## config.mk

```make
export PLATFORM = sky130hd
export DESIGN_NAME = quadrature_count_step_divider
export DESIGN_NICKNAME = d
export VERILOG_FILES = /design/src/qcsd_pkg.sv /design/src/qcsd_div.sv /design/src/qcsd_emit.sv /design/src/quadrature_count_step_divider.sv
export SDC_FILE = /design/constraint.sdc
export NUM_CORES = 1
export LEC_CHECK = 0
export BUFFER_PORTS_ARGS = -buffer_cell sky130_fd_sc_hd__buf_2
export CORE_MARGIN = 4
export CORE_UTILIZATION = 61
export CTS_CLUSTER_SIZE = 10
export DETAILED_ROUTE_END_ITERATION = 12
export GPL_TIMING_DRIVEN = 0
export PLACE_DENSITY = 0.78
export SYNTH_ARGS = -nofsm -noshare
export SYNTH_HDL_FRONTEND = slang
export SYNTH_SLANG_ARGS = --single-unit
```

## constraint.sdc

```tcl
create_clock -name clock -period 5.1 [get_ports clock]
set_input_delay 1.02 -clock clock [delete_from_list [all_inputs] [get_ports clock]]
set_output_delay 1.02 -clock clock [all_outputs]
set_load 0.005 [all_outputs]
```

## src/qcsd_pkg.sv

```systemverilog
package qcsd_pkg;

   // Field and register widths
   localparam int CountW = 16;
   localparam int PosW   = 32;
   localparam int BandW  = 15;
   localparam int DivW   = 8;

   // Width of the divider step counter
   localparam int StepW  = $clog2(CountW + 1);

   // Event limit per sample and the width of the event counter
   localparam int MaxEvents = 16;
   localparam int CntW      = $clog2(MaxEvents + 1);

   // Register indexes of the configuration port
   localparam logic [0:0] CSR_DEAD_BAND    = 1'b0;
   localparam logic [0:0] CSR_STEP_DIVIDER = 1'b1;

   // Reset values of the registers
   localparam logic [BandW-1:0] DeadBandReset    = BandW'(1);
   localparam logic [DivW-1:0]  StepDividerReset = DivW'(4);

   // Operation codes of an input beat
   localparam logic FUNC_SAMPLE  = 1'b0;
   localparam logic FUNC_SET_POS = 1'b1;

   typedef struct packed {
      logic                   func;
      logic signed [CountW-1:0] count;
      logic signed [PosW-1:0] new_position;
   } req_type;

   typedef struct packed {
      logic                   direction;
      logic signed [PosW-1:0] position;
      logic                   last;
   } rsp_type;

   // Quotient and remainder magnitudes from the serial divider
   typedef struct packed {
      logic [CountW-1:0] quo;
      logic [DivW-1:0]   rem;
   } div_res_type;

   // Burst of events handed to the emitter
   typedef struct packed {
      logic            direction;
      logic [PosW-1:0] position;
      logic [CntW-1:0] num;
   } emit_cmd_type;

   typedef enum logic [2:0] {
      ST_IDLE,
      ST_CHECK,
      ST_LOAD,
      ST_DIVIDE,
      ST_EMIT
   } state_type;

endpackage

```

## src/qcsd_div.sv

```systemverilog
module qcsd_div (
   input  logic                          clock,
   input  logic                          reset,
   input  logic                          start,
   input  logic [qcsd_pkg::CountW-1:0]   dividend,
   input  logic [qcsd_pkg::DivW-1:0]     divisor,
   output logic                          done,
   output qcsd_pkg::div_res_type         result
);

   logic [qcsd_pkg::StepW-1:0]    step_ff, step_in;
   logic                          done_ff, done_in;
   logic [qcsd_pkg::CountW-1:0]   quo_ff, quo_in;
   logic [qcsd_pkg::DivW-1:0]     rem_ff, rem_in;
   logic [qcsd_pkg::DivW-1:0]     dvs_ff, dvs_in;
   logic [qcsd_pkg::DivW:0]       trial;
   logic [qcsd_pkg::DivW:0]       diff;
   logic                          fits;

   // One restoring step: shift in the next dividend bit, subtract if it fits
   always_comb begin
      trial = {rem_ff, quo_ff[qcsd_pkg::CountW-1]};
      diff  = trial - {1'b0, dvs_ff};
      fits  = (trial >= {1'b0, dvs_ff});
   end

   // Load on start, then retire one quotient bit per cycle
   always_comb begin
      step_in = step_ff;
      done_in = 1'b0;
      quo_in  = quo_ff;
      rem_in  = rem_ff;
      dvs_in  = dvs_ff;
      if (start) begin
         step_in = qcsd_pkg::StepW'(qcsd_pkg::CountW);
         quo_in  = dividend;
         rem_in  = '0;
         dvs_in  = divisor;
      end else if (step_ff != '0) begin
         step_in = step_ff - qcsd_pkg::StepW'(1);
         done_in = (step_ff == qcsd_pkg::StepW'(1));
         quo_in  = {quo_ff[qcsd_pkg::CountW-2:0], fits};
         rem_in  = fits ? diff[qcsd_pkg::DivW-1:0] : trial[qcsd_pkg::DivW-1:0];
      end
   end

   always_ff @(posedge clock) begin
      if (reset) begin
         step_ff <= '0;
         done_ff <= 1'b0;
      end else begin
         step_ff <= step_in;
         done_ff <= done_in;
      end
      quo_ff <= quo_in;
      rem_ff <= rem_in;
      dvs_ff <= dvs_in;
   end

   assign done       = done_ff;
   assign result.quo = quo_ff;
   assign result.rem = rem_ff;

endmodule

```

## src/qcsd_emit.sv

```systemverilog
module qcsd_emit (
   input  logic                   clock,
   input  logic                   reset,
   input  logic                   load,
   input  qcsd_pkg::emit_cmd_type cmd,
   output logic                   busy,
   output logic                   rsp_valid,
   input  logic                   rsp_stall,
   output qcsd_pkg::rsp_type      rsp_data
);

   logic [qcsd_pkg::CntW-1:0] cnt_ff, cnt_in;
   logic                      dir_ff, dir_in;
   logic [qcsd_pkg::PosW-1:0] pos_ff, pos_in;
   logic                      valid_ff, valid_in;
   qcsd_pkg::rsp_type         data_ff, data_in;
   logic                      advance;

   // Move the next event into the output register when it is free
   assign advance = (cnt_ff != '0) && (!valid_ff || !rsp_stall);

   always_comb begin
      cnt_in   = cnt_ff;
      dir_in   = dir_ff;
      pos_in   = pos_ff;
      valid_in = valid_ff;
      data_in  = data_ff;
      if (load) begin
         cnt_in = cmd.num;
         dir_in = cmd.direction;
         pos_in = cmd.position;
      end else if (advance) begin
         cnt_in = cnt_ff - qcsd_pkg::CntW'(1);
      end
      if (advance) begin
         valid_in           = 1'b1;
         data_in.direction  = dir_ff;
         data_in.position   = pos_ff;
         data_in.last       = (cnt_ff == qcsd_pkg::CntW'(1));
      end else if (valid_ff && !rsp_stall) begin
         valid_in = 1'b0;
      end
   end

   always_ff @(posedge clock) begin
      if (reset) begin
         cnt_ff   <= '0;
         valid_ff <= 1'b0;
      end else begin
         cnt_ff   <= cnt_in;
         valid_ff <= valid_in;
      end
      dir_ff  <= dir_in;
      pos_ff  <= pos_in;
      data_ff <= data_in;
   end

   assign busy      = (cnt_ff != '0);
   assign rsp_valid = valid_ff;
   assign rsp_data  = data_ff;

endmodule

```

## src/quadrature_count_step_divider.sv

```systemverilog
// Quadrature count step divider. Each sample beat (func 0) carries a raw 16-bit counter value;
// its wrapped change from the last kept sample is dropped as jitter when its magnitude is below
// dead_band, otherwise it moves the 32-bit position and a signed remainder accumulator, which is
// divided by step_divider (zero acts as one) with truncation toward zero. Each whole step gives
// one response beat with the direction and the new position, at most 16 per sample, the final
// one flagged by last. A set-position beat (func 1) loads the position, zeroes the kept sample
// and gives no response. A jitter sample ends in the check state; any other sample goes on to
// the load and divide states, and to the emit state when it yields events, its pace set by the
// bit-serial divider (one quotient bit per cycle) and by the event emitter (one beat per cycle
// when rsp_stall is low). The response output is registered, so a new request is taken while
// the last event still waits.
module quadrature_count_step_divider (
   input  logic                             clock,
   input  logic                             reset,
   input  logic                             req_valid,
   output logic                             req_stall,
   input  qcsd_pkg::req_type                req_data,
   output logic                             rsp_valid,
   input  logic                             rsp_stall,
   output qcsd_pkg::rsp_type                rsp_data,
   input  logic                             csr_we,
   input  logic [0:0]                       csr_index,
   input  logic [qcsd_pkg::BandW-1:0]       csr_wdata
);

   qcsd_pkg::state_type            state_ff, state_in;
   logic [qcsd_pkg::BandW-1:0]     band_ff, band_in;
   logic [qcsd_pkg::DivW-1:0]      sdiv_ff, sdiv_in;
   logic [qcsd_pkg::CountW-1:0]    ref_ff, ref_in;
   logic [qcsd_pkg::CountW-1:0]    sample_ff, sample_in;
   logic [qcsd_pkg::CountW-1:0]    delta_ff, delta_in;
   logic [qcsd_pkg::PosW-1:0]      pos_ff, pos_in;
   logic [qcsd_pkg::CountW-1:0]    accum_ff, accum_in;

   logic                           req_take;
   logic signed [qcsd_pkg::BandW+1:0] delta_s;
   logic signed [qcsd_pkg::BandW+1:0] band_s;
   logic                           jitter;
   logic [qcsd_pkg::DivW-1:0]      div_eff;
   logic [qcsd_pkg::CountW-1:0]    accum_abs;
   logic [qcsd_pkg::CountW-1:0]    rem_ext;
   logic [qcsd_pkg::CountW-1:0]    rem_signed;
   logic                           div_start;
   logic                           div_done;
   qcsd_pkg::div_res_type          div_res;
   logic                           emit_load;
   logic                           emit_busy;
   qcsd_pkg::emit_cmd_type         emit_cmd;

   assign req_take = req_valid && !req_stall;

   // Jitter test: -dead_band < delta < dead_band
   always_comb begin
      delta_s = signed'({{(qcsd_pkg::BandW + 2 - qcsd_pkg::CountW){delta_ff[qcsd_pkg::CountW-1]}},
                         delta_ff});
      band_s  = signed'({2'b00, band_ff});
      jitter  = (delta_s > -band_s) && (delta_s < band_s);
   end

   // Divider operands and signed remainder
   always_comb begin
      div_eff    = (sdiv_ff == '0) ? qcsd_pkg::DivW'(1) : sdiv_ff;
      accum_abs  = accum_ff[qcsd_pkg::CountW-1] ? (~accum_ff + qcsd_pkg::CountW'(1)) : accum_ff;
      rem_ext    = {{(qcsd_pkg::CountW - qcsd_pkg::DivW){1'b0}}, div_res.rem};
      rem_signed = accum_ff[qcsd_pkg::CountW-1] ? (~rem_ext + qcsd_pkg::CountW'(1)) : rem_ext;
   end

   // Clamp the step count to the event limit
   always_comb begin
      emit_cmd.direction = accum_ff[qcsd_pkg::CountW-1];
      emit_cmd.position  = pos_ff;
      if (div_res.quo > qcsd_pkg::CountW'(qcsd_pkg::MaxEvents)) begin
         emit_cmd.num = qcsd_pkg::CntW'(qcsd_pkg::MaxEvents);
      end else begin
         emit_cmd.num = div_res.quo[qcsd_pkg::CntW-1:0];
      end
   end

   // Configuration writes
   always_comb begin
      band_in = band_ff;
      sdiv_in = sdiv_ff;
      if (csr_we) begin
         case (csr_index)
            qcsd_pkg::CSR_DEAD_BAND:    band_in = csr_wdata;
            qcsd_pkg::CSR_STEP_DIVIDER: sdiv_in = csr_wdata[qcsd_pkg::DivW-1:0];
            default: ;
         endcase
      end
   end

   // Datapath updates per state
   always_comb begin
      ref_in    = ref_ff;
      sample_in = sample_ff;
      delta_in  = delta_ff;
      pos_in    = pos_ff;
      accum_in  = accum_ff;
      case (state_ff)
         qcsd_pkg::ST_IDLE: begin
            if (req_take) begin
               if (req_data.func == qcsd_pkg::FUNC_SET_POS) begin
                  pos_in = req_data.new_position;
                  ref_in = '0;
               end else begin
                  sample_in = req_data.count;
                  delta_in  = req_data.count - ref_ff;
               end
            end
         end
         qcsd_pkg::ST_CHECK: begin
            if (!jitter) begin
               ref_in   = sample_ff;
               pos_in   = pos_ff + {{(qcsd_pkg::PosW - qcsd_pkg::CountW)
                                     {delta_ff[qcsd_pkg::CountW-1]}}, delta_ff};
               accum_in = accum_ff + delta_ff;
            end
         end
         qcsd_pkg::ST_DIVIDE: begin
            if (div_done) begin
               accum_in = rem_signed;
            end
         end
         default: ;
      endcase
   end

   // Next state
   always_comb begin
      state_in = state_ff;
      case (state_ff)
         qcsd_pkg::ST_IDLE: begin
            if (req_take && req_data.func == qcsd_pkg::FUNC_SAMPLE) begin
               state_in = qcsd_pkg::ST_CHECK;
            end
         end
         qcsd_pkg::ST_CHECK:  state_in = jitter ? qcsd_pkg::ST_IDLE : qcsd_pkg::ST_LOAD;
         qcsd_pkg::ST_LOAD:   state_in = qcsd_pkg::ST_DIVIDE;
         qcsd_pkg::ST_DIVIDE: begin
            if (div_done) begin
               state_in = (div_res.quo == '0) ? qcsd_pkg::ST_IDLE : qcsd_pkg::ST_EMIT;
            end
         end
         qcsd_pkg::ST_EMIT: begin
            if (!emit_busy) begin
               state_in = qcsd_pkg::ST_IDLE;
            end
         end
         default: state_in = qcsd_pkg::ST_IDLE;
      endcase
   end

   // State outputs
   always_comb begin
      req_stall = 1'b1;
      div_start = 1'b0;
      emit_load = 1'b0;
      case (state_ff)
         qcsd_pkg::ST_IDLE:   req_stall = 1'b0;
         qcsd_pkg::ST_LOAD:   div_start = 1'b1;
         qcsd_pkg::ST_DIVIDE: emit_load = div_done && (div_res.quo != '0);
         default: ;
      endcase
   end

   always_ff @(posedge clock) begin
      if (reset) begin
         state_ff <= qcsd_pkg::ST_IDLE;
         band_ff  <= qcsd_pkg::DeadBandReset;
         sdiv_ff  <= qcsd_pkg::StepDividerReset;
         ref_ff   <= '0;
         pos_ff   <= '0;
         accum_ff <= '0;
      end else begin
         state_ff <= state_in;
         band_ff  <= band_in;
         sdiv_ff  <= sdiv_in;
         ref_ff   <= ref_in;
         pos_ff   <= pos_in;
         accum_ff <= accum_in;
      end
      sample_ff <= sample_in;
      delta_ff  <= delta_in;
   end

   qcsd_div u_div (
      .clock    (clock),
      .reset    (reset),
      .start    (div_start),
      .dividend (accum_abs),
      .divisor  (div_eff),
      .done     (div_done),
      .result   (div_res)
   );

   qcsd_emit u_emit (
      .clock     (clock),
      .reset     (reset),
      .load      (emit_load),
      .cmd       (emit_cmd),
      .busy      (emit_busy),
      .rsp_valid (rsp_valid),
      .rsp_stall (rsp_stall),
      .rsp_data  (rsp_data)
   );

   // The divider raises done once it has retired every quotient bit of a started division
   a_div_latency: assert property (@(posedge clock) disable iff (reset)
      div_start |-> ##17 div_done)
      else $error("divider did not finish on time");

   // Events are only pending while the sequencer waits for them
   a_emit_state: assert property (@(posedge clock) disable iff (reset)
      emit_busy |-> (state_ff == qcsd_pkg::ST_EMIT))
      else $error("event burst pending outside emit state");

   // A taken beat that is not the last of its burst is followed at once by the next
   a_burst_gapless: assert property (@(posedge clock) disable iff (reset)
      (rsp_valid && !rsp_stall && !rsp_data.last) |=> rsp_valid)
      else $error("gap inside an event burst");

endmodule
```

==> summary.txt, run 1 <==
Run status
  – Result of the run: finished, final reports clean

Clocking
  – Clock latency on the worst-skew pair: 560 ps
  – CTS tree: done
  – Cts bufs inserted: 27
  – H-tree levels: 1
  – Clock Path Buffers: 3
  – TritonCTS sink count: 233
  – Buffer cell driving the clock tree root: sky130_fd_sc_hd__clkbuf_16
  – Post-CTS setup repair buffer count: 0
  – Clock transition at the registers of the reported paths: 60 ps

Global routing
  – Initial antenna violation count: 0
  – Vias in the first global route: 10500
  – Met1 demand-to-capacity share in global routing: 0.389
  – Pin count of the biggest net entering global routing: 40
  – Grt met3 use: 0.0431
  – Global route overflow: 0
  – Overall fraction of global-route tracks in use: 0.278
  – Most used routing layer in global routing: met2
  – Met2 demand-to-capacity share in global routing: 0.440
  – First-pass GRT wire length: 54.2 mm

Layout
  – Sequential Area: 0.00590 mm^2
  – Top library cells by usage in the layout, fill and taps aside: sky130_fd_sc_hd__nand2_1, sky130_fd_sc_hd__edfxtp_1, sky130_fd_sc_hd__ha_1, sky130_fd_sc_hd__dfxtp_1
  – Filler cell count in the final layout: 1635
  – Share of post-route cells with drive strength above 1: 0.103
  – Diodes inserted: 0
  – Area taken by multi-input logic gates: 0.00681 mm^2
  – Area growth syn-to-layout: 12.7%
  – Most common library cell in the layout ignoring fill and taps: sky130_fd_sc_hd__nand2_1
  – Final Net Count: 1720

Pwr
  – Total internal power: 0.00419 W
  – Leak pwr: 6.07 nW
  – Part of the power in registers: 0.424
  – Clock network fraction of design power: 0.278
  – Power per cell area: 424 mW/mm^2
  – Fraction of power consumed by combinational cells: 0.298
  – Net Switching: 0.00213 W
  – Worst vdd rail ir drop: 0.274 mV
  – Fraction of power spent switching nets: 0.338

Timing
  – Fmax: 212 MHz
  – Final setup violating endpoints: 0
  – Final hold slack: 417 ps
  – Setup clock skew after layout: 35.1 ps
  – Worst Max-Slew Pin Slew: 1310 ps
  – Slew HR: 0.126
  – Share of the clock period used by the worst path after layout: 0.925
  – Shortest clock period the worst path allows after layout: 4720 ps
  – Final Slew Violations: 0
  – Setup_tns: 0 ps
  – RSZ-0062 raised after global routing: no
  – Final hold violation count: 0

Yosys
  – Count of distinct cell types in the synthesized netlist: 72
  – Sequential element share of the synthesized area: 0.446
  – Synthesized area per cell: 9.41 um^2
  – Total standard cell area after synthesis: 0.0132 mm^2
  – Yosys synthesis warning count: 0
  – Commonest register cell after synthesis: sky130_fd_sc_hd__edfxtp_1
  – Synthesized Nets: 1587
  – Area contributors post-synth: sky130_fd_sc_hd__edfxtp_1, sky130_fd_sc_hd__dfxtp_1, sky130_fd_sc_hd__ha_1
  – Count of flip-flops with a built-in enable after synthesis: 123
  – Count of state elements after synthesis: 233
  – Library cell with the largest summed area after synthesis: sky130_fd_sc_hd__edfxtp_1
  – Share of synthesized flip-flops with an asynchronous set or reset: 0
  – Instance count of the mapped netlist: 1403
  – Share of Yosys cell area claimed by the top area cell type: 0.280

Detailed routing
  – DRC marker count from the first detailed-route iteration: 953
  – Via count: 11100
  – Pre-antenna DRT Iters: 6
  – Routed wire length: 34.2 mm
  – Routed wirelength normalized by instance count: 18.7 um
  – DRC viols: 0
  – Number of nets with antenna violations after routing: 0
  – Post-detailed-route via-to-cell ratio: 6.07

Critical path
  – Worst Path Class, Setup: flop to flop
  – Maximum fanout along the worst path: 10
  – Kind of start point of the critical path: flop
  – Data arrival time of the critical path: 5170 ps
  – Nature of the critical path endpoint: flop
  – CP required: 5560 ps

Hold path
  – HP Class: flop to flop

Die
  – Starting Density: 0.624
  – Core Box Area: 0.0212 mm^2
  – Die Y-Extent: 155 um
  – Area of the die: 0.0241 mm^2
  – I/O pin count: 106
  – Number of placement rows: 53
  – Die width: 155 um

Job
  – Max-capacitance violation count: 0

Placed design
  – Detailed placement HPWL: 25.3 mm
  – Port-buffer cells: 104
  – Gpl congestion: 0.990
worst max-delay path, stage by stage, from the launching register on:
cell and delay [ps]:
sky130_fd_sc_hd__dfxtp_1 360, sky130_fd_sc_hd__nor4_2 420, sky130_fd_sc_hd__nand2_1 180, sky130_fd_sc_hd__nor4_1 360, sky130_fd_sc_hd__nand2_1 180, sky130_fd_sc_hd__nor4_1 270, sky130_fd_sc_hd__xnor2_1 120, sky130_fd_sc_hd__ha_1 290
sky130_fd_sc_hd__nand3_1 120, sky130_fd_sc_hd__a2111oi_0 530, sky130_fd_sc_hd__nor3_2 180, sky130_fd_sc_hd__o31ai_4 400, sky130_fd_sc_hd__o21ai_1 310, sky130_fd_sc_hd__buf_2 290, sky130_fd_sc_hd__buf_1 310, sky130_fd_sc_hd__a311oi_1 300
synthesized netlist by cell type, types with 7 or more instances:
cell,count
sky130_fd_sc_hd__o21ai_0,76
sky130_fd_sc_hd__mux2i_1,14
sky130_fd_sc_hd__nor2b_1,19
sky130_fd_sc_hd__ha_1,110
sky130_fd_sc_hd__inv_1,78
sky130_fd_sc_hd__xnor2_1,54
sky130_fd_sc_hd__nand4_1,8
sky130_fd_sc_hd__nor4_1,14
sky130_fd_sc_hd__nand2b_1,11
sky130_fd_sc_hd__a311oi_1,16
sky130_fd_sc_hd__nand2_1,168
sky130_fd_sc_hd__a31oi_1,13
sky130_fd_sc_hd__dfxtp_1,110
sky130_fd_sc_hd__and2_1,7
sky130_fd_sc_hd__nor2_1,106
sky130_fd_sc_hd__a21oi_1,109
sky130_fd_sc_hd__edfxtp_1,123
sky130_fd_sc_hd__or3_1,12
sky130_fd_sc_hd__clkbuf_1,51
sky130_fd_sc_hd__xor2_1,28
sky130_fd_sc_hd__a211oi_1,25
sky130_fd_sc_hd__a21o_1,35
sky130_fd_sc_hd__o21a_1,9
sky130_fd_sc_hd__nand3_1,44
sky130_fd_sc_hd__and3_1,9
sky130_fd_sc_hd__nor3_1,45
stage by stage:
stage | setup WS [ps] | cells | util | area (um^2) | total power (W)
2_1_floorplan | 1280 | 1403 | - | 13200 | 0.00399
6_report | 383 | 1832 | 0.704 | 14900 | 0.00632
4_1_cts | 232 | 1832 | 0.703 | 14900 | 0.00632
3_5_place_dp | 208 | 1782 | 0.666 | 14100 | 0.00455
3_3_place_gp | 174 | 1782 | 0.665 | 14100 | 0.00447
5_1_grt | 10.0 | 1832 | 0.704 | 14900 | 0.00668
registers in the layout (all words and copies together) (netlist names), 3 cells and up:
register         flops
band_ff             15
delta_ff            16
ref_ff              16
accum_ff            16
state_ff             3
u_div.dvs_ff         8
u_div.step_ff        5
u_emit.pos_ff       32
u_emit.rsp_data     34
u_div.quo_ff        16
u_emit.cnt_ff        5
sdiv_ff              8
u_div.rem_ff         8
sample_ff           16
pos_ff              32
power groups by stage:
stage	clock [W]	combinational (W)	sequential, W
after floorplan	0	0.00135	0.00264
after global placement	0	0.00177	0.00270
after detailed placement	0	0.00184	0.00271
after CTS	0.00178	0.00186	0.00268
after global routing	0.00187	0.00209	0.00272
final	0.00176	0.00188	0.00268
metal layers:
layer	vias up	routed length, um
li1	5352	-
met1	5175	14600
met2	500	15300
met3	98	3100
met4	0	1260
met5	-	0
cell type report:
type                       instances  area share
tap                              275      0.0231
inverter                          78      0.0197
clock inverter                     2     0.00168
clock buffer                      48      0.0513
buffer                            61      0.0159
timing repair buffer             104      0.0350
sequential                       233       0.396
multi-input combinational       1031       0.457
kinds of logic after synthesis:
logic type      count (synthesis)  share of synthesized area
flops                         233                      0.446
buf+inv                       139                     0.0400
simple gates                  462                      0.161
mux                            17                     0.0135
xor+xnor                       82                     0.0544
compound gates                356                      0.174
fa+ha+maj                     114                      0.110
path summary, 6_finish.rpt:
kind | startpoint | depth (start not counted) | slack (ps) | to
setup / recovery | band_ff[2] | 15 | 380 | pos_ff[23]
hold / removal | u_emit.pos_ff[21] | 0 | 420 | u_emit.rsp_data[22]
setup reg to reg | band_ff[2] | 15 | 380 | pos_ff[23]
hold reg to reg | u_emit.pos_ff[21] | 0 | 420 | u_emit.rsp_data[22]
timing repair:
action	CTS	global route
hold buffers	0	0
endpoints found under the setup margin	0	59
resized for setup	0	3
(Power assumes the default switching activity.)
==> run 2: changes to the inputs <==
--- a/config.mk
+++ b/config.mk
@@ -7,11 +7,12 @@
 export LEC_CHECK = 0
 export BUFFER_PORTS_ARGS = -buffer_cell sky130_fd_sc_hd__buf_2
 export CORE_MARGIN = 4
-export CORE_UTILIZATION = 61
+export CORE_UTILIZATION = 63
+export CTS_BUF_LIST = sky130_fd_sc_hd__clkbuf_4 sky130_fd_sc_hd__clkbuf_8
 export CTS_CLUSTER_SIZE = 10
 export DETAILED_ROUTE_END_ITERATION = 12
 export GPL_TIMING_DRIVEN = 0
-export PLACE_DENSITY = 0.78
+export PLACE_DENSITY = 0.8
 export SYNTH_ARGS = -nofsm -noshare
 export SYNTH_HDL_FRONTEND = slang
 export SYNTH_SLANG_ARGS = --single-unit
==> run 2 against run 1 <==
Against the previous run: power is 0.57% lower; core utilization grew 2.6 points; sequential share of layout area hardly changed; highest routed layer unchanged; design area is 0.13% higher; sequential power hardly changed; non-clock buffer count stayed put; combinational power barely moved; worst hold slack worse by 9.7 ps; flip-flop and latch count unchanged; register-to-register slack better by 30 ps; setup slack gained 28 ps; clock skew is 8.4 ps lower; critical path type unchanged.
==> summary.txt, run 2 (same netlist as run 1, synthesis figures left out) <==
Timing
  – Shortest clock period the worst path allows after layout: 4690 ps (was 4720 ps)
  – Worst Max-Slew Pin Slew: 1320 ps (was 1310 ps)
  – Slew HR: 0.117 (was 0.126)
  – Final Worst Setup Slack: 412 ps (was 383 ps)
  – RSZ-0062 raised after global routing: no (unchanged)
  – Share of the clock period used by the worst path after layout: 0.919 (was 0.925)
  – Setup_tns: 0 ps (unchanged)
  – Fmax: 213 MHz (was 212 MHz)
  – Final hold violation count: 0 (unchanged)
  – Final Slew Violations: 0 (unchanged)
  – Setup clock skew after layout: 26.8 ps (was 35.1 ps)
  – Final setup violating endpoints: 0 (unchanged)

Placed design
  – Detailed placement HPWL: 25.3 mm (about the same)
  – Gpl congestion: 0.957 (was 0.990)
  – Place WS: 141 ps (was 208 ps)
  – Port-buffer cells: 104 (unchanged)

Clocking
  – Clock transition at the registers of the reported paths: 60 ps (about the same)
  – Buffer cell driving the clock tree root: sky130_fd_sc_hd__clkbuf_8 (was sky130_fd_sc_hd__clkbuf_16)
  – TritonCTS sink count: 233 (unchanged)
  – Clock Path Buffers: 3 (unchanged)
  – CTS tree: done (unchanged)
  – CTS hold repair buffers: 0 (unchanged)
  – H-tree levels: 2 (was 1)
  – Clock latency on the worst-skew pair: 540 ps (was 560 ps)
  – Post-CTS setup repair buffer count: 0 (unchanged)
  – Cts bufs inserted: 38 (was 27)

Layout
  – Top library cells by usage in the layout, fill and taps aside: sky130_fd_sc_hd__nand2_1, sky130_fd_sc_hd__edfxtp_1, sky130_fd_sc_hd__ha_1, sky130_fd_sc_hd__dfxtp_1 (unchanged)
  – Most common library cell in the layout ignoring fill and taps: sky130_fd_sc_hd__nand2_1 (unchanged)
  – Area growth syn-to-layout: 12.9% (was 12.7%)
  – Final Net Count: 1731 (was 1720)
  – Flip-flop count of the largest register, all copies and words added: 34 (unchanged)
  – Diodes inserted: 0 (unchanged)
  – Share of post-route cells with drive strength above 1: 0.125 (was 0.103)

Die
  – Number of placement rows: 52 (was 53)
  – Area of the die: 0.0233 mm^2 (was 0.0241 mm^2)
  – Core Box Area: 0.0204 mm^2 (was 0.0212 mm^2)
  – Starting Density: 0.647 (was 0.624)
  – I/O pin count: 106 (unchanged)
  – Die width: 153 um (was 155 um)
  – Die Y-Extent: 153 um (was 155 um)

Pwr
  – Clock network fraction of design power: 0.277 (was 0.278)
  – Fraction of power spent switching nets: 0.336 (was 0.338)
  – Leak pwr: 6.13 nW (was 6.07 nW)
  – Total internal power: 0.00417 W (was 0.00419 W)
  – Part of the power in registers: 0.425 (was 0.424)
  – Fraction of power consumed by combinational cells: 0.297 (was 0.298)
  – Worst vdd rail ir drop: 0.260 mV (was 0.274 mV)
  – Power per cell area: 422 mW/mm^2 (was 424 mW/mm^2)
  – Net Switching: 0.00211 W (was 0.00213 W)

Detailed routing
  – Pre-antenna DRT Iters: 5 (was 6)
  – Number of nets with antenna violations after routing: 0 (unchanged)
  – DRC marker count from the first detailed-route iteration: 757 (was 953)
  – Via count: 11200 (was 11100)
  – Post-detailed-route via-to-cell ratio: 6.04 (was 6.07)
  – DRC viols: 0 (unchanged)
  – Routed wire length: 34.1 mm (was 34.2 mm)
  – Routed wirelength normalized by instance count: 18.4 um (was 18.7 um)

Critical path
  – Cell Chain, Critical Path: nor4_2 > nand2_1 > nor4_1 > nand2_1 > nor4_1 > xnor2_1 > ha_1 > nand3_1 > a2111oi_0 > nor3_1 > o31ai_2 > o21a_1 > buf_2 > buf_2 > nand2_1 > a21oi_1 (was nor4_2 > nand2_1 > nor4_1 > nand2_1 > nor4_1 > xnor2_1 > ha_1 > nand3_1 > a2111oi_0 > nor3_2 > o31ai_4 > o21ai_1 > buf_2 > buf_1 > a311oi_1)
  – CP delay by family, top: simple AND/OR/NAND/NOR gates (unchanged)
  – Worst Path Class, Setup: flop to flop (unchanged)
  – Critical-path cell with the highest stage delay: sky130_fd_sc_hd__o31ai_2 (was sky130_fd_sc_hd__a2111oi_0)
  – Maximum fanout along the worst path: 10 (unchanged)
  – CP required: 5540 ps (was 5560 ps)
  – Number of buffers and inverters on the critical path: 2 (unchanged)
  – Data arrival time of the critical path: 5120 ps (was 5170 ps)
  – Critical path's most frequent cell: sky130_fd_sc_hd__nand2_1
  – Max incr delay on CP: 580 ps (was 530 ps)
  – Nature of the critical path endpoint: flop (unchanged)
  – Kind of start point of the critical path: flop (unchanged)

Global routing
  – Pin count of the biggest net entering global routing: 40 (unchanged)
  – Global route overflow: 0 (unchanged)
  – First-pass GRT wire length: 54.1 mm (was 54.2 mm)
  – Overall fraction of global-route tracks in use: 0.284 (was 0.278)
  – Vias in the first global route: 10600 (was 10500)
  – Initial antenna violation count: 0 (unchanged)

Job
  – Max-capacitance violation count: 0 (unchanged)

Run status
  – Result of the run: finished, final reports clean (unchanged)

Hold path
  – HP Class: flop to flop (unchanged)
[run 2: cell types whose count changed in the layout (fill, tap and decap cells not counted), sizes merged]
cell,delta
clkinv,+9
clkbuf,+7
buf,-1
bufinv,+3
clkinvlp,+2
[run 2: layout make-up]
class / instances / area, um^2
tap: 270 / 338
buffer: 61 / 238
clock inverter: 16 / 161
timing repair buffer: 104 / 520
multi-input combinational: 1031 / 6800
fill: 1542 / 5520
inverter: 78 / 293
clock buffer: 54 / 662
sequential: 233 / 5900
[run 2: power by group through the flow]
stage,sequential (W),clock [W],combinational (W)
floorplan,0.00264,0,0.00135
global placement,0.00270,0,0.00177
detailed placement,0.00271,0,0.00183
CTS,0.00267,0.00176,0.00184
global route,0.00271,0.00185,0.00209
finish,0.00267,0.00174,0.00187
[run 2: layer usage]
metal  vias up  wire (um)  global-route usage
met5         -          0                   0
met4         0       1070               0.101
met3        83       2650              0.0491
met2       462      15300               0.455
met1      5229      15100               0.391
li1       5388          -                   -
[run 2: worst paths after layout]
kind	cells past startpoint	endpoint	slack (ps)	startpoint
hold / removal	0	u_emit.rsp_data[17]	410	u_emit.pos_ff[16]
hold reg to reg	0	u_emit.rsp_data[17]	410	u_emit.pos_ff[16]
setup / recovery	16	ref_ff[15]	410	band_ff[2]
setup reg to reg	16	ref_ff[15]	410	band_ff[2]
[run 2: what timing repair did]
item                                   in CTS  in global routing
gates resized for setup                     0                  3
setup endpoints to repair                   0                 59
endpoints found under the hold margin       0                  0
[run 2: metrics by stage]
stage          power [W]   util  hold slack (ps)  std cells  instance area, um^2
2_1_floorplan    0.00399      -              400       1403                13200
3_3_place_gp     0.00447  0.689              401       1777                14100
3_5_place_dp     0.00454  0.689              405       1777                14100
4_1_cts          0.00628  0.729              409       1847                14900
5_1_grt          0.00664  0.730              425       1847                14900
6_report         0.00628  0.730              407       1847                14900
==> run 3: changes to the inputs <==
==> constraint.sdc (replaced) <==
create_clock -name clock -period 4.6 [get_ports clock]
set_input_delay 0.92 -clock clock [delete_from_list [all_inputs] [get_ports clock]]
set_output_delay 0.92 -clock clock [all_outputs]
set_load 0.005 [all_outputs]
==> run 3 against run 2 <==
Against the previous run: non-clock buffer count up 1; sequential share of layout area is 0.14 points lower; critical path depth decreased by 1; first-iteration DRC count is 20% higher; clock-buffer cell count is the same; flip-flop and latch count did not move; sequential power up 11%; register-to-register slack got worse by 40 ps; worst hold slack got worse by 5.0 ps.
==> summary.txt, run 3 (same netlist as run 1, synthesis figures left out) <==
Run status
  – Result of the run: finished, final reports clean (unchanged)

Pwr
  – Power per cell area: 466 mW/mm^2 (was 422 mW/mm^2)
  – Worst vdd rail ir drop: 0.288 mV (was 0.260 mV)
  – Leak pwr: 6.15 nW (was 6.13 nW)

Die
  – Starting Density: 0.647 (unchanged)
  – Core Box Area: 0.0204 mm^2 (unchanged)
  – Die Y-Extent: 153 um (unchanged)
  – Area of the die: 0.0233 mm^2 (unchanged)
  – Number of placement rows: 52 (unchanged)
  – Die width: 153 um (unchanged)
  – I/O pin count: 106 (unchanged)

Detailed routing
  – DRC viols: 0 (unchanged)
  – Routed wire length: 34.1 mm (about the same)
  – Via count: 11200 (about the same)
  – DRC marker count from the first detailed-route iteration: 905 (was 757)
  – Pre-antenna DRT Iters: 5 (unchanged)
  – Routed wirelength normalized by instance count: 18.5 um (was 18.4 um)
  – Number of nets with antenna violations after routing: 0 (unchanged)
  – Post-detailed-route via-to-cell ratio: 6.08 (was 6.04)

Timing
  – Final Slew Violations: 0 (unchanged)
  – Worst Max-Slew Pin Slew: 1350 ps (was 1320 ps)
  – Setup clock skew after layout: 31.6 ps (was 26.8 ps)
  – Fmax: 237 MHz (was 213 MHz)
  – Final hold violation count: 0 (unchanged)
  – Shortest clock period the worst path allows after layout: 4230 ps (was 4690 ps)
  – Final setup violating endpoints: 0 (unchanged)
  – Final hold slack: 402 ps (was 407 ps)
  – Share of the clock period used by the worst path after layout: 0.919 (about the same)
  – Slew HR: 0.0987 (was 0.117)
  – RSZ-0062 raised after global routing: no (unchanged)

Critical path
  – Data arrival time of the critical path: 4670 ps (was 5120 ps)
  – Kind of start point of the critical path: flop (unchanged)
  – Max incr delay on CP: 430 ps (was 580 ps)
  – CP delay by family, top: simple AND/OR/NAND/NOR gates (unchanged)
  – Number of buffers and inverters on the critical path: 2 (unchanged)
  – Critical-path cell with the highest stage delay: sky130_fd_sc_hd__o31ai_4 (was sky130_fd_sc_hd__o31ai_2)
  – CP required: 5040 ps (was 5540 ps)
  – Nature of the critical path endpoint: flop (unchanged)
  – Worst Path Class, Setup: flop to flop (unchanged)
  – Startpoint of the worst setup timing path: band_ff[2] (unchanged)
  – Cell Chain, Critical Path: nor4_4 > nand2_1 > nor4_2 > nand2_1 > nor4_1 > xnor2_1 > ha_1 > nand3_1 > a2111oi_2 > nor3_2 > o31ai_4 > o21ai_2 > buf_2 > clkbuf_2 > a311oi_1 (was nor4_2 > nand2_1 > nor4_1 > nand2_1 > nor4_1 > xnor2_1 > ha_1 > nand3_1 > a2111oi_0 > nor3_1 > o31ai_2 > o21a_1 > buf_2 > buf_2 > nand2_1 > a21oi_1)
  – Critical path's most frequent cell: sky130_fd_sc_hd__nand2_1 (unchanged)
  – R2R Path Start: band_ff[2] (unchanged)
  – Maximum fanout along the worst path: 10 (unchanged)

Clocking
  – CTS hold repair buffers: 0 (unchanged)
  – Cts bufs inserted: 38 (unchanged)
  – Clock transition at the registers of the reported paths: 60 ps (about the same)
  – Clock latency on the worst-skew pair: 550 ps (was 540 ps)
  – CTS tree: done (unchanged)
  – H-tree levels: 2 (unchanged)
  – TritonCTS sink count: 233 (unchanged)
  – Clock Path Buffers: 3 (unchanged)
  – Buffer cell driving the clock tree root: sky130_fd_sc_hd__clkbuf_8 (unchanged)

Layout
  – Flip-flop count of the largest register, all copies and words added: 34 (unchanged)
  – Area growth syn-to-layout: 13.3% (was 12.9%)
  – Diodes inserted: 0 (unchanged)
  – Share of post-route cells with drive strength above 1: 0.131 (was 0.125)
  – Most common library cell in the layout ignoring fill and taps: sky130_fd_sc_hd__nand2_1 (unchanged)
  – Final Net Count: 1732 (was 1731)
  – Top library cells by usage in the layout, fill and taps aside: sky130_fd_sc_hd__nand2_1, sky130_fd_sc_hd__edfxtp_1, sky130_fd_sc_hd__ha_1, sky130_fd_sc_hd__dfxtp_1 (unchanged)
  – Final core occ: 0.732 (was 0.730)

Hold path
  – HP Class: flop to flop (unchanged)
  – Hold path start: u_emit.pos_ff[16] (unchanged)

Global routing
  – Initial antenna violation count: 0 (unchanged)
  – Global route overflow: 0 (unchanged)
  – Overall fraction of global-route tracks in use: 0.284 (about the same)
  – Pin count of the biggest net entering global routing: 40 (unchanged)
  – Vias in the first global route: 10600 (about the same)
  – First-pass GRT wire length: 54.1 mm (about the same)

Placed design
  – Gpl congestion: 0.957 (unchanged)
  – Detailed placement HPWL: 25.3 mm (unchanged)
  – Port-buffer cells: 104 (unchanged)

Job
  – Max-capacitance violation count: 0 (unchanged)
## run 3: layout make-up
class,count,area [um^2]
Inverter,78,293
Timing Repair Buffer,105,528
Fill cell,1528,5470
Clock buffer,54,662
Multi-Input combinational cell,1031,6840
Sequential cell,233,5900
Tap cell,270,338
Clock inverter,16,161
Buffer,61,245
## run 3: layer usage
layer | GRT usage | vias up | part of all wire
li1 | - | 5386 | -
met1 | 0.391 | 5267 | 0.44
met2 | 0.457 | 491 | 0.45
met3 | 0.0491 | 86 | 0.082
met4 | 0.101 | 0 | 0.031
met5 | 0 | - | 0
## run 3: path summary, 6_finish.rpt
path                                             to  slack [ps]  cells after the start
worst max-delay path                      pos_ff[7]         370                     15
worst min-delay path            u_emit.rsp_data[17]         400                      0
worst max register to register            pos_ff[7]         370                     15
worst min register to register  u_emit.rsp_data[17]         400                      0
## run 3: worst register-to-register path, delay by kind of cell (launching register included)
kind	cells	cell delay, ps
flops	1	380
buf+inv	2	520
simple gates	7	1480
compound gates	4	1380
xor+xnor	1	110
fa+ha+maj	1	270
## run 3: what timing repair did
| action | in CTS | in global routing |
|---|---|---|
| setup buffers | 0 | 1 |
| setup endpoints to repair | 58 | 63 |
| pin swaps | 0 | 1 |
| gates resized for setup | 4 | 15 |
## run 3: through the flow
step / power, W / setup TNS (ps) / worst slack [ps] / std cells / area (um^2)
4_1_cts: 0.00696 / 0 / 33.0 / 1847 / 14900
6_report: 0.00698 / 0 / 373 / 1848 / 15000
5_1_grt: 0.00738 / 0 / 34.3 / 1848 / 15000
3_5_place_dp: 0.00503 / -7930 / -359 / 1777 / 14100
3_3_place_gp: 0.00495 / -7680 / -343 / 1777 / 14100
2_1_floorplan: 0.00442 / 0 / 784 / 1403 / 13200
## run 3: power by group
| group | total [W] | internal (W) | switching, W |
|---|---|---|---|
| registers | 0.00297 | 0.00268 | 0.000286 |
| clock network | 0.00193 | 0.00111 | 0.000823 |
| logic | 0.00208 | 0.000845 | 0.00124 |
